[src/poc_pkg.sv]
// Shared types and constants for the pulse output controller.
// No dependencies; every other file of the block imports this package.
package poc_pkg;

   // Number of outputs handled and the widths that follow from it
   localparam int OUTPUT_COUNT = 16;
   localparam int IDX_W        = (OUTPUT_COUNT > 1) ? $clog2(OUTPUT_COUNT) : 1;
   localparam int CNT_W        = $clog2(OUTPUT_COUNT + 1);

   // Fixed field widths
   localparam int PIN_W      = 16;
   localparam int TIME_W     = 32;
   localparam int WIDTH_W    = 16;
   localparam int NUM_W      = 5;
   localparam int LVL_W      = 2;
   localparam int MODE_W     = 2;
   localparam int CSR_IDX_W  = 1;
   localparam int CSR_DATA_W = 16;

   // Outputs that exist; bits above the count are ignored in the mask
   localparam logic [PIN_W-1:0] OUT_MASK = PIN_W'((32'd1 << OUTPUT_COUNT) - 32'd1);

   // Register reset values
   localparam logic [PIN_W-1:0]   MASK_RESET  = '0;
   localparam logic [WIDTH_W-1:0] WIDTH_RESET = WIDTH_W'(100);

   // Transaction opcodes
   typedef enum logic [MODE_W-1:0] {
      MODE_WRITE   = 2'd0,
      MODE_TICK    = 2'd1,
      MODE_FORWARD = 2'd2,
      MODE_CLEAR   = 2'd3
   } mode_type;

   // Register map
   typedef enum logic [CSR_IDX_W-1:0] {
      CSR_PULSE_MASK  = 1'b0,
      CSR_PULSE_WIDTH = 1'b1
   } csr_index_type;

   // Sequencer states
   typedef enum logic [2:0] {
      ST_IDLE,
      ST_WRITE,
      ST_TICK_INC,
      ST_TICK_SCAN,
      ST_FORWARD,
      ST_CLEAR
   } state_type;

   // Operations of the shared time adder
   typedef enum logic [1:0] {
      ALU_INC,
      ALU_ARM,
      ALU_CMP
   } alu_op_type;

   // Sequencer to datapath control
   typedef struct packed {
      logic             do_write;
      logic             do_inc;
      logic             scan_eval;
      logic [IDX_W-1:0] scan_idx;
      logic [IDX_W-1:0] rd_idx;
      logic             do_forward;
      logic             do_clear;
      logic             finish;
   } ctrl_type;

endpackage

[src/poc_if.sv]
// Request and response channel interfaces of the pulse output controller.
// Depends on poc_pkg for the field widths.
interface poc_req_if;
   import poc_pkg::*;

   logic                valid;
   logic                ready;
   logic [MODE_W-1:0]   mode;
   logic [NUM_W-1:0]    pin_number;
   logic [LVL_W-1:0]    level;
   logic [PIN_W-1:0]    physical_inputs;

   modport source (output valid, mode, pin_number, level, physical_inputs, input ready);
   modport sink (input valid, mode, pin_number, level, physical_inputs, output ready);
endinterface

interface poc_rsp_if;
   import poc_pkg::*;

   logic             valid;
   logic             ready;
   logic             accepted;
   logic [PIN_W-1:0] pin_levels;
   logic [PIN_W-1:0] merged_outputs;
   logic [PIN_W-1:0] pulses_running;

   modport source (output valid, accepted, pin_levels, merged_outputs, pulses_running,
                   input ready);
   modport sink (input valid, accepted, pin_levels, merged_outputs, pulses_running,
                 output ready);
endinterface

[src/poc_time_alu.sv]
// Shared 32-bit time adder: increment, deadline arming and wrap-safe compare.
// Depends on poc_pkg.
module poc_time_alu (
   input  poc_pkg::alu_op_type              op,
   input  logic [poc_pkg::TIME_W-1:0]       time_ms,
   input  logic [poc_pkg::WIDTH_W-1:0]      width_ms,
   input  logic [poc_pkg::TIME_W-1:0]       deadline,
   output logic [poc_pkg::TIME_W-1:0]       sum
);
   import poc_pkg::*;

   logic [TIME_W-1:0] operand;
   logic              carry_in;

   // Pick the second operand; subtract is add of the inverse plus one
   always_comb begin
      case (op)
         ALU_INC: begin
            operand  = TIME_W'(1);
            carry_in = 1'b0;
         end
         ALU_ARM: begin
            operand  = TIME_W'(width_ms);
            carry_in = 1'b0;
         end
         default: begin
            operand  = ~deadline;
            carry_in = 1'b1;
         end
      endcase
   end

   assign sum = time_ms + operand + TIME_W'(carry_in);

endmodule

[src/poc_deadline_mem.sv]
// Deadline store: one 32-bit entry per output, one write and one read port.
// Depends on poc_pkg; read data is registered.
module poc_deadline_mem (
   input  logic                         clock,
   input  logic                         wr_en,
   input  logic [poc_pkg::IDX_W-1:0]    wr_addr,
   input  logic [poc_pkg::TIME_W-1:0]   wr_data,
   input  logic [poc_pkg::IDX_W-1:0]    rd_addr,
   output logic [poc_pkg::TIME_W-1:0]   rd_data
);
   import poc_pkg::*;

   logic [TIME_W-1:0] mem_ff [OUTPUT_COUNT];
   logic [TIME_W-1:0] rd_data_ff;

   // Write port
   always_ff @(posedge clock) begin
      if (wr_en) begin
         mem_ff[wr_addr] <= wr_data;
      end
   end

   // Registered read port
   always_ff @(posedge clock) begin
      rd_data_ff <= mem_ff[rd_addr];
   end

   assign rd_data = rd_data_ff;

endmodule

[src/poc_sequencer.sv]
// Sequencer: decodes each transaction and steps the deadline scan of a tick.
// Depends on poc_pkg for the state, opcode and control types.
module poc_sequencer (
   input  logic              clock,
   input  logic              reset,
   input  logic              req_fire,
   input  poc_pkg::mode_type req_mode,
   output poc_pkg::ctrl_type ctrl,
   output logic              idle
);
   import poc_pkg::*;

   state_type        state_ff, state_in;
   logic [CNT_W-1:0] cnt_ff, cnt_in;
   logic             scan_last;

   assign scan_last = (cnt_ff == CNT_W'(OUTPUT_COUNT));

   // Next state
   always_comb begin
      state_in = state_ff;
      unique case (state_ff)
         ST_IDLE: begin
            if (req_fire) begin
               unique case (req_mode)
                  MODE_WRITE:   state_in = ST_WRITE;
                  MODE_TICK:    state_in = ST_TICK_INC;
                  MODE_FORWARD: state_in = ST_FORWARD;
                  MODE_CLEAR:   state_in = ST_CLEAR;
                  default:      state_in = ST_IDLE;
               endcase
            end
         end
         ST_WRITE, ST_FORWARD, ST_CLEAR: state_in = ST_IDLE;
         ST_TICK_INC:                    state_in = ST_TICK_SCAN;
         ST_TICK_SCAN: begin
            if (scan_last) begin
               state_in = ST_IDLE;
            end
         end
         default: state_in = ST_IDLE;
      endcase
   end

   // Scan counter: reads entry cnt while evaluating entry cnt-1
   always_comb begin
      cnt_in = cnt_ff;
      if (state_ff == ST_TICK_INC) begin
         cnt_in = '0;
      end else if (state_ff == ST_TICK_SCAN) begin
         cnt_in = cnt_ff + CNT_W'(1);
      end
   end

   // Outputs
   always_comb begin
      ctrl          = '0;
      ctrl.rd_idx   = cnt_ff[IDX_W-1:0];
      ctrl.scan_idx = IDX_W'(cnt_ff - CNT_W'(1));
      idle          = 1'b0;
      unique case (state_ff)
         ST_IDLE:     idle = 1'b1;
         ST_WRITE: begin
            ctrl.do_write = 1'b1;
            ctrl.finish   = 1'b1;
         end
         ST_TICK_INC: ctrl.do_inc = 1'b1;
         ST_TICK_SCAN: begin
            ctrl.scan_eval = (cnt_ff != '0);
            ctrl.finish    = scan_last;
         end
         ST_FORWARD: begin
            ctrl.do_forward = 1'b1;
            ctrl.finish     = 1'b1;
         end
         ST_CLEAR: begin
            ctrl.do_clear = 1'b1;
            ctrl.finish   = 1'b1;
         end
         default: idle = 1'b0;
      endcase
   end

   always_ff @(posedge clock) begin
      if (reset) begin
         state_ff <= ST_IDLE;
         cnt_ff   <= '0;
      end else begin
         state_ff <= state_in;
         cnt_ff   <= cnt_in;
      end
   end

endmodule

[src/pulse_output_controller_top.sv]
// Top level of the pulse output controller: registers, output state and datapath.
// Depends on poc_pkg, poc_if, poc_time_alu, poc_deadline_mem and poc_sequencer.
//
// Usage: each transaction on req_chan carries a mode. A write sets the level of one
// output (numbered from one); pulse-mode outputs fire a one-shot on a rising request.
// A tick advances the millisecond count and walks all deadline entries through one
// shared 32-bit adder, one entry a cycle. A forward merges physical_inputs with the
// logical levels of pulse outputs. A soft clear drops all logical levels and pulses;
// pin levels are kept. Exactly one response per request appears on rsp_chan.
// A write, forward or clear passes through one sequencer state before its response
// is registered; a tick passes through an increment state and then a scan that
// reads each deadline entry from the store and evaluates it in the next cycle.
// One request is worked on at a time; a new one is taken when the sequencer is idle
// and the response register is empty or is being drained in the same cycle.
// If the receiver stalls, the response stays in its register and no further
// request is taken. Configuration writes on csr_ apply from the next cycle.
// Reset clears all levels, pulses, time and configuration registers to their reset
// values; the deadline store is not cleared, as entries are used only while armed.
module pulse_output_controller_top (
   input  logic                             clock,
   input  logic                             reset,
   poc_req_if.sink                          req_chan,
   poc_rsp_if.source                        rsp_chan,
   input  logic                             csr_write_en,
   input  logic [poc_pkg::CSR_IDX_W-1:0]    csr_index,
   input  logic [poc_pkg::CSR_DATA_W-1:0]   csr_write_data
);
   import poc_pkg::*;

   // Configuration registers
   logic [PIN_W-1:0]   mask_ff;
   logic [WIDTH_W-1:0] width_ff;

   // Controller state
   logic [PIN_W-1:0]  logical_ff, logical_in;
   logic [PIN_W-1:0]  running_ff, running_in;
   logic [PIN_W-1:0]  applied_ff, applied_in;
   logic [PIN_W-1:0]  pins_ff, pins_in;
   logic [TIME_W-1:0] time_ff, time_in;

   // Captured request payload
   logic [NUM_W-1:0] num_ff;
   logic [LVL_W-1:0] level_ff;
   logic [PIN_W-1:0] phys_ff;

   // Response register
   logic             rsp_valid_ff, rsp_valid_in;
   logic             rsp_acc_ff;
   logic [PIN_W-1:0] rsp_pins_ff;
   logic [PIN_W-1:0] rsp_merged_ff;
   logic [PIN_W-1:0] rsp_running_ff;

   ctrl_type          ctrl;
   logic              seq_idle;
   logic              req_fire;
   alu_op_type        alu_op;
   logic [TIME_W-1:0] alu_sum;
   logic [TIME_W-1:0] rd_deadline;
   logic              mem_we;
   logic [IDX_W-1:0]  mem_waddr;
   logic [PIN_W-1:0]  pm;
   logic              accepted_v;
   logic [PIN_W-1:0]  merged_v;
   logic              wr_ok;
   logic [IDX_W-1:0]  wr_idx;
   logic [PIN_W-1:0]  wr_bit;
   logic [PIN_W-1:0]  scan_bit;
   logic              scan_changed;
   logic              scan_pm;
   logic              scan_logical;
   logic              scan_arm;

   // Handshake: take a request when idle and the response slot frees up
   assign req_chan.ready = seq_idle && (!rsp_valid_ff || rsp_chan.ready);
   assign req_fire       = req_chan.valid && req_chan.ready;

   poc_sequencer u_seq (
      .clock    (clock),
      .reset    (reset),
      .req_fire (req_fire),
      .req_mode (mode_type'(req_chan.mode)),
      .ctrl     (ctrl),
      .idle     (seq_idle)
   );

   poc_time_alu u_alu (
      .op       (alu_op),
      .time_ms  (time_ff),
      .width_ms (width_ff),
      .deadline (rd_deadline),
      .sum      (alu_sum)
   );

   poc_deadline_mem u_mem (
      .clock   (clock),
      .wr_en   (mem_we),
      .wr_addr (mem_waddr),
      .wr_data (alu_sum),
      .rd_addr (ctrl.rd_idx),
      .rd_data (rd_deadline)
   );

   assign pm = mask_ff & OUT_MASK;

   // Write decode
   assign wr_ok  = (num_ff != '0) && (num_ff <= NUM_W'(OUTPUT_COUNT)) && (level_ff <= LVL_W'(1));
   assign wr_idx = IDX_W'(num_ff - NUM_W'(1));
   assign wr_bit = PIN_W'(1) << wr_idx;

   // Scan entry decode
   assign scan_bit     = PIN_W'(1) << ctrl.scan_idx;
   assign scan_changed = |((pm ^ applied_ff) & scan_bit);
   assign scan_pm      = |(pm & scan_bit);
   assign scan_logical = |(logical_ff & scan_bit);
   assign scan_arm     = scan_changed && scan_pm && scan_logical;

   // Adder operation select
   always_comb begin
      alu_op = ALU_CMP;
      if (ctrl.do_inc) begin
         alu_op = ALU_INC;
      end else if (ctrl.do_write || (ctrl.scan_eval && scan_arm)) begin
         alu_op = ALU_ARM;
      end
   end

   // Next state of outputs, pulses and time
   always_comb begin
      logical_in = logical_ff;
      running_in = running_ff;
      applied_in = applied_ff;
      pins_in    = pins_ff;
      time_in    = time_ff;
      accepted_v = 1'b1;
      merged_v   = '0;
      mem_we     = 1'b0;
      mem_waddr  = wr_idx;

      if (ctrl.do_inc) begin
         time_in = alu_sum;
      end

      if (ctrl.do_write) begin
         if (!wr_ok) begin
            accepted_v = 1'b0;
         end else if (level_ff == '0) begin
            logical_in = logical_ff & ~wr_bit;
            running_in = running_ff & ~wr_bit;
            pins_in    = pins_ff & ~wr_bit;
         end else if ((pm & wr_bit) == '0) begin
            logical_in = logical_ff | wr_bit;
            running_in = running_ff & ~wr_bit;
            pins_in    = pins_ff | wr_bit;
         end else if ((logical_ff & wr_bit) == '0) begin
            // rising request on a pulse output: fire and arm
            logical_in = logical_ff | wr_bit;
            running_in = running_ff | wr_bit;
            pins_in    = pins_ff | wr_bit;
            mem_we     = 1'b1;
         end
      end

      if (ctrl.scan_eval) begin
         mem_waddr = ctrl.scan_idx;
         if (scan_changed && !scan_pm) begin
            // left pulse mode: follow the logical level
            running_in = running_ff & ~scan_bit;
            pins_in    = scan_logical ? (pins_ff | scan_bit) : (pins_ff & ~scan_bit);
         end else if (scan_arm) begin
            // entered pulse mode while high; a zero width expires at once
            if (width_ff == '0) begin
               running_in = running_ff & ~scan_bit;
               pins_in    = pins_ff & ~scan_bit;
            end else begin
               running_in = running_ff | scan_bit;
               pins_in    = pins_ff | scan_bit;
               mem_we     = 1'b1;
            end
         end else if (((running_ff & scan_bit) != '0) && !alu_sum[TIME_W-1]) begin
            // deadline reached
            running_in = running_ff & ~scan_bit;
            pins_in    = pins_ff & ~scan_bit;
         end
         if (ctrl.finish) begin
            applied_in = pm;
         end
      end

      if (ctrl.do_forward) begin
         merged_v = (phys_ff & ~pm) | (logical_ff & pm);
      end

      if (ctrl.do_clear) begin
         logical_in = '0;
         running_in = '0;
         applied_in = pm;
      end
   end

   // Response slot: load at the end of a transaction, free on handshake
   always_comb begin
      rsp_valid_in = rsp_valid_ff;
      if (ctrl.finish) begin
         rsp_valid_in = 1'b1;
      end else if (rsp_chan.ready) begin
         rsp_valid_in = 1'b0;
      end
   end

   // Control state
   always_ff @(posedge clock) begin
      if (reset) begin
         mask_ff      <= MASK_RESET;
         width_ff     <= WIDTH_RESET;
         logical_ff   <= '0;
         running_ff   <= '0;
         applied_ff   <= MASK_RESET & OUT_MASK;
         pins_ff      <= '0;
         time_ff      <= '0;
         rsp_valid_ff <= 1'b0;
      end else begin
         if (csr_write_en) begin
            unique case (csr_index_type'(csr_index))
               CSR_PULSE_MASK:  mask_ff  <= PIN_W'(csr_write_data);
               CSR_PULSE_WIDTH: width_ff <= WIDTH_W'(csr_write_data);
               default:         mask_ff  <= mask_ff;
            endcase
         end
         logical_ff   <= logical_in;
         running_ff   <= running_in;
         applied_ff   <= applied_in;
         pins_ff      <= pins_in;
         time_ff      <= time_in;
         rsp_valid_ff <= rsp_valid_in;
      end
   end

   // Payload registers
   always_ff @(posedge clock) begin
      if (req_fire) begin
         num_ff   <= req_chan.pin_number;
         level_ff <= req_chan.level;
         phys_ff  <= req_chan.physical_inputs;
      end
      if (ctrl.finish) begin
         rsp_acc_ff     <= accepted_v;
         rsp_pins_ff    <= pins_in;
         rsp_merged_ff  <= merged_v;
         rsp_running_ff <= running_in;
      end
   end

   assign rsp_chan.valid          = rsp_valid_ff;
   assign rsp_chan.accepted       = rsp_acc_ff;
   assign rsp_chan.pin_levels     = rsp_pins_ff;
   assign rsp_chan.merged_outputs = rsp_merged_ff;
   assign rsp_chan.pulses_running = rsp_running_ff;

`ifndef SYNTHESIS
   a_running_drives_pin: assert property (@(posedge clock) disable iff (reset)
      (running_ff & ~pins_ff) == '0)
      else $error("pulse timing on an output whose pin is low");

   a_running_in_range: assert property (@(posedge clock) disable iff (reset)
      (running_ff & ~OUT_MASK) == '0)
      else $error("pulse timing on a nonexistent output");

   a_no_instant_rsp: assert property (@(posedge clock) disable iff (reset)
      req_fire |=> !rsp_valid_ff)
      else $error("response slot busy right after a request was taken");

   a_time_hold: assert property (@(posedge clock) disable iff (reset)
      !ctrl.do_inc |=> $stable(time_ff))
      else $error("millisecond count moved outside a tick increment");
`endif

endmodule
[src/flat_wrapper.sv]
// flat-port wrapper written by rule: the top's interface ports become plain ports
module pulse_output_controller_top_flat import poc_pkg::*;
  (clock, reset, csr_write_en, csr_index, csr_write_data, req_chan_valid, req_chan_mode, req_chan_pin_number, req_chan_level, req_chan_physical_inputs, req_chan_ready, rsp_chan_valid, rsp_chan_accepted, rsp_chan_pin_levels, rsp_chan_merged_outputs, rsp_chan_pulses_running, rsp_chan_ready);
  poc_req_if req_chan_i ();
  poc_rsp_if rsp_chan_i ();
  input  logic clock;
  input  logic reset;
  input  logic csr_write_en;
  input  logic [poc_pkg::CSR_IDX_W-1:0] csr_index;
  input  logic [poc_pkg::CSR_DATA_W-1:0] csr_write_data;
  input wire logic [$bits(req_chan_i.valid)-1:0] req_chan_valid;
  input wire logic [$bits(req_chan_i.mode)-1:0] req_chan_mode;
  input wire logic [$bits(req_chan_i.pin_number)-1:0] req_chan_pin_number;
  input wire logic [$bits(req_chan_i.level)-1:0] req_chan_level;
  input wire logic [$bits(req_chan_i.physical_inputs)-1:0] req_chan_physical_inputs;
  output wire logic [$bits(req_chan_i.ready)-1:0] req_chan_ready;
  output wire logic [$bits(rsp_chan_i.valid)-1:0] rsp_chan_valid;
  output wire logic [$bits(rsp_chan_i.accepted)-1:0] rsp_chan_accepted;
  output wire logic [$bits(rsp_chan_i.pin_levels)-1:0] rsp_chan_pin_levels;
  output wire logic [$bits(rsp_chan_i.merged_outputs)-1:0] rsp_chan_merged_outputs;
  output wire logic [$bits(rsp_chan_i.pulses_running)-1:0] rsp_chan_pulses_running;
  input wire logic [$bits(rsp_chan_i.ready)-1:0] rsp_chan_ready;
  assign req_chan_i.valid = req_chan_valid;
  assign req_chan_i.mode = req_chan_mode;
  assign req_chan_i.pin_number = req_chan_pin_number;
  assign req_chan_i.level = req_chan_level;
  assign req_chan_i.physical_inputs = req_chan_physical_inputs;
  assign req_chan_ready = req_chan_i.ready;
  assign rsp_chan_valid = rsp_chan_i.valid;
  assign rsp_chan_accepted = rsp_chan_i.accepted;
  assign rsp_chan_pin_levels = rsp_chan_i.pin_levels;
  assign rsp_chan_merged_outputs = rsp_chan_i.merged_outputs;
  assign rsp_chan_pulses_running = rsp_chan_i.pulses_running;
  assign rsp_chan_i.ready = rsp_chan_ready;
  pulse_output_controller_top u_core (.clock(clock), .reset(reset), .req_chan(req_chan_i), .rsp_chan(rsp_chan_i), .csr_write_en(csr_write_en), .csr_index(csr_index), .csr_write_data(csr_write_data));
endmodule
[config.mk]
export PLATFORM = sky130hd
export DESIGN_NAME = pulse_output_controller_top_flat
export DESIGN_NICKNAME = d
export VERILOG_FILES = /design/src/poc_pkg.sv /design/src/poc_if.sv /design/src/poc_time_alu.sv /design/src/poc_deadline_mem.sv /design/src/poc_sequencer.sv /design/src/pulse_output_controller_top.sv /design/src/flat_wrapper.sv
export SDC_FILE = /design/constraint.sdc
export NUM_CORES = 1
export LEC_CHECK = 0
export BUFFER_PORTS_ARGS = -buffer_cell sky130_fd_sc_hd__buf_2
export CORE_MARGIN = 8
export CORE_UTILIZATION = 50
export DETAILED_ROUTE_END_ITERATION = 7
export HOLD_SLACK_MARGIN = 0.06
export PLACE_DENSITY = 0.66
export SETUP_SLACK_MARGIN = 0.5
export SYNTH_ARGS = -nofsm -noshare
export SYNTH_HDL_FRONTEND = slang
export SYNTH_SLANG_ARGS = --single-unit
[constraint.sdc]
create_clock -name clock -period 11.7 [get_ports clock]
set_input_delay 2.34 -clock clock [delete_from_list [all_inputs] [get_ports clock]]
set_output_delay 2.34 -clock clock [all_outputs]
set_load 0.03 [all_outputs]
==> flow_summary_export.csv <==
group,metric,value,unit
status,status,"complete, but fails checks",
status,violations,"DRC",
clock_network,cts.sinks,753,
clock_network,ctsHoldBuffers,0,
global_route,grt_pass1_wl,131400,um
cells_and_area,layout_common_cells,"584 x edfxtp_1, 258 x nand2_1, 166 x dfxtp_1",
sta,setup_viol_count_final,0,
cells_and_area,area_growth,12.89,%
placement,gp_congestion,0.9276,
routing,wl_per_cell,25.71,um
floorplanning,core_area,65630,sq um
sta,hold_viol_final,0,
sta,finalCritPeriodShare,81.10,%
logic_synthesis,synth_area,33060,sq um
critical_path,path_cells,"buf_4 > ha_1 > buf_4 > a22oi_1 > a2111oi_0 > a211oi_1 > nand4_1 > o211a_1 > nand2_1 > nand2_1 > mux2i_1 > fa_1 > fa_1 > nor2b_1 > o21ai_0 > a21boi_0 > o211ai_1 > a21oi_1 > o211a_1 > o41ai_1 > nand2b_1 > xor2_1",
clock_network,cts_tree,"built",
power_and_ir_drop,p_leak,12.49,nW
logic_synthesis,synthCells,2402,
critical_path,path_class,"flip-flop to flip-flop",
global_route,grt_pass1_vias,21034,
cells_and_area,utilization,56.86,%
power_and_ir_drop,peakVddDrop,0.1189,mV
global_route,antenna_found_initial,0,
floorplanning,die_x,273.1,um
floorplanning,std_cell_rows,94,
placement,hpwl,51370,um
critical_path,cpMaxStageDelayCell,"nand2_1",
routing,final_antenna_net_count,0,
routing,routed_wl,87220,um
logic_synthesis,syn_nets,2496,
flow_run,drv_cap,0,
cells_and_area,drive_above_1_share,19.86,%
logic_synthesis,synth_seq_area_share,63.29,%
placement,dpl.cell_count,3243,
routing,num_vias,21289,
cells_and_area,regMostFlops,"u_core.u_mem.mem_ff",
floorplanning,die-area,74600,sq um
floorplanning,boundaryPins,98,
sta,drv_slew,0,
clock_network,clkTransAtPathRegs,0.07,ns
min_path,hp-class,"flip-flop to flip-flop",
power_and_ir_drop,power_density,170.6,nW/um^2
logic_synthesis,ys_ff_latch,753,
routing,drc,4,
cells_and_area,nNetsFinal,2556,
critical_path,startpoint_type,"flip-flop",
logic_synthesis,synthArstFlopShare,0,%
clock_network,cts_buffers,79,
routing,drt_first_pass_iters,8,
critical_path,crit_arrival,9.74,ns
floorplanning,initial_utilization,50.37,%
sta,post-route-min-period,9.489,ns
critical_path,crit_path_max_fanout,51,
cells_and_area,largest_register_ffs,512,
sta,grt_setup_unrepaired,"false",
logic_synthesis,dominantRegCellSynth,"edfxtp_1",
routing,viasPerCell,6.276,
routing,drtIter0Drc,2485,
logic_synthesis,synth_top_cell_by_area,"edfxtp_1",
clock_network,root_buffer,"clkbuf_16",
logic_synthesis,synth.area.top_cells,"edfxtp_1 53%, mux4_2 11%, dfxtp_1 10%, nand2_1 2.9%, a21oi_1 2.2%",
logic_synthesis,syn_avg_cell_area,13.76,sq um
global_route,grt_usage,23.00,%
sta,tightest_slew,1.314,ns
global_route,gr-total-overflow,0,
sta,clock_skew,0.03116,ns
clock_network,insertion_delay,0.63,ns
cells_and_area,fill_cells,5206,
clock_network,post_cts.repair.setup_buffers,0,
placement,dpl-instance-area,34450,sq um
power_and_ir_drop,total_power,6.366,mW
critical_path,path_delay_family,"compound AO/OA/AOI/OAI gates",
logic_synthesis,synth_top_cell_area_share,53.05,%
cells_and_area,design_area,37320,sq um
clock_network,ctsResizeCount,0,
cells_and_area,n_antenna_cell,0,
logic_synthesis,synth_edf_count,584,
critical_path,crit_buf_inv,2,
logic_synthesis,yosys_warnings,0,
sta,max_freq,105.4,MHz
sta,finalSetupTns,0,ns
clock_network,clock_path_buffers,3,
sta,max_slew_margin,11.80,%
cells_and_area,final_cells,3392,
critical_path,cp.required,11.95,ns
critical_path,worst_setup_path_end_kind,"flip-flop",
floorplanning,die_h,273.1,um
placement,portBuffers,97,
clock_network,cts-htree-levels,3,
logic_synthesis,synth_cell_types,83,
global_route,grt_max_degree,61,
critical_path,cpPeakStageDelay,1.06,ns
cells_and_area,mostFrequentLayoutCell,"edfxtp_1",
==> per-layer routing <==
layer | vias up | GRT usage, % | part of all wire [%]
met1 | 10767 | 30.34 | 40
met3 | 223 | 3.444 | 6.8
li1 | 9390 | - | -
met5 | - | 0 | 0
met4 | 0 | 8.168 | 3.5
met2 | 909 | 38.69 | 49
==> Yosys cell counts, types with 13 or more instances <==
| library cell | count |
|---|---|
| mux2i_1 | 43 |
| nor2b_1 | 22 |
| o21ai_0 | 72 |
| a21o_1 | 15 |
| xor2_1 | 23 |
| nor3_1 | 27 |
| nand2_1 | 258 |
| a22oi_1 | 16 |
| xnor2_1 | 25 |
| mux2_2 | 13 |
| nor4_1 | 21 |
| nor2_1 | 173 |
| a21oi_1 | 147 |
| ha_1 | 45 |
| a31oi_1 | 30 |
| or3_1 | 14 |
| o31ai_1 | 18 |
| nand4_1 | 14 |
| dfxtp_1 | 169 |
| edfxtp_1 | 584 |
| clkbuf_1 | 133 |
| a211oi_1 | 32 |
| inv_1 | 28 |
| nand3_1 | 64 |
| or2_2 | 17 |
| buf_1 | 18 |
| mux4_2 | 160 |
| o22ai_1 | 19 |
| o22a_1 | 17 |
==> worst reg2reg max path, cell delays in order, from the launching register on <==
cell	delay, ns
dfxtp_4	0.67
buf_4	0.74
ha_1	0.33
buf_4	0.29
a22oi_1	0.18
a2111oi_0	0.51
a211oi_1	0.10
nand4_1	0.19
o211a_1	0.63
nand2_1	0.66
nand2_1	1.06
mux2i_1	0.25
fa_1	0.49
fa_1	0.46
nor2b_1	0.16
o21ai_0	0.12
a21boi_0	0.38
o211ai_1	0.21
a21oi_1	0.36
o211a_1	0.24
o41ai_1	0.11
nand2b_1	0.11
xor2_1	0.87
==> final timing paths <==
path,startpoint,endpoint,slack [ns],depth (start not counted)
setup / recovery,u_core.u_seq.cnt_ff[1],u_core.u_mem.mem_ff[5][28],2.21,22
hold / removal,u_core.time_ff[22],u_core.time_ff[22],0.46,2
setup reg to reg,u_core.u_seq.cnt_ff[1],u_core.u_mem.mem_ff[5][28],2.21,22
hold reg to reg,u_core.time_ff[22],u_core.time_ff[22],0.46,2
==> metrics by stage <==
stage / setup slack (ns) / hold WS [ns]
global route: 1.688 / 0.4760
floorplan: 5.105 / 0.4406
global placement: 2.760 / 0.4470
detailed placement: 2.418 / 0.4537
finish: 2.211 / 0.4621
CTS: 2.394 / 0.4618
==> kinds of logic (layout without fill, tap and decap cells) <==
| kind of cell | after synthesis | count (layout) | share of synthesized area [%] |
|---|---|---|---|
| fa+ha+maj | 47 | 47 | 1.824 |
| xor+xnor | 49 | 49 | 1.321 |
| compound gates | 472 | 472 | 9.300 |
| flops | 753 | 753 | 63.29 |
| mux | 217 | 217 | 12.68 |
| simple gates | 670 | 670 | 9.251 |
| buf+inv | 194 | 320 | 2.339 |
==> power by group <==
part | switching (mW) | internal, mW
Sequential | 0.0458 | 3.06
Combinational | 0.419 | 0.153
Clock | 1.06 | 1.63
Total | 1.52 | 4.84
==> area by class of cell <==
type	instances	area (sq um)	share of cell area, %
sequential	753	20930	56.08
multi-input combinational	1455	11520	30.87
clock buffer	105	2253	6.039
tap	864	1081	2.897
timing repair buffer	145	848.3	2.273
clock inverter	42	579.3	1.552
inverter	28	105.1	0.2816
(Power assumes the default switching activity.)
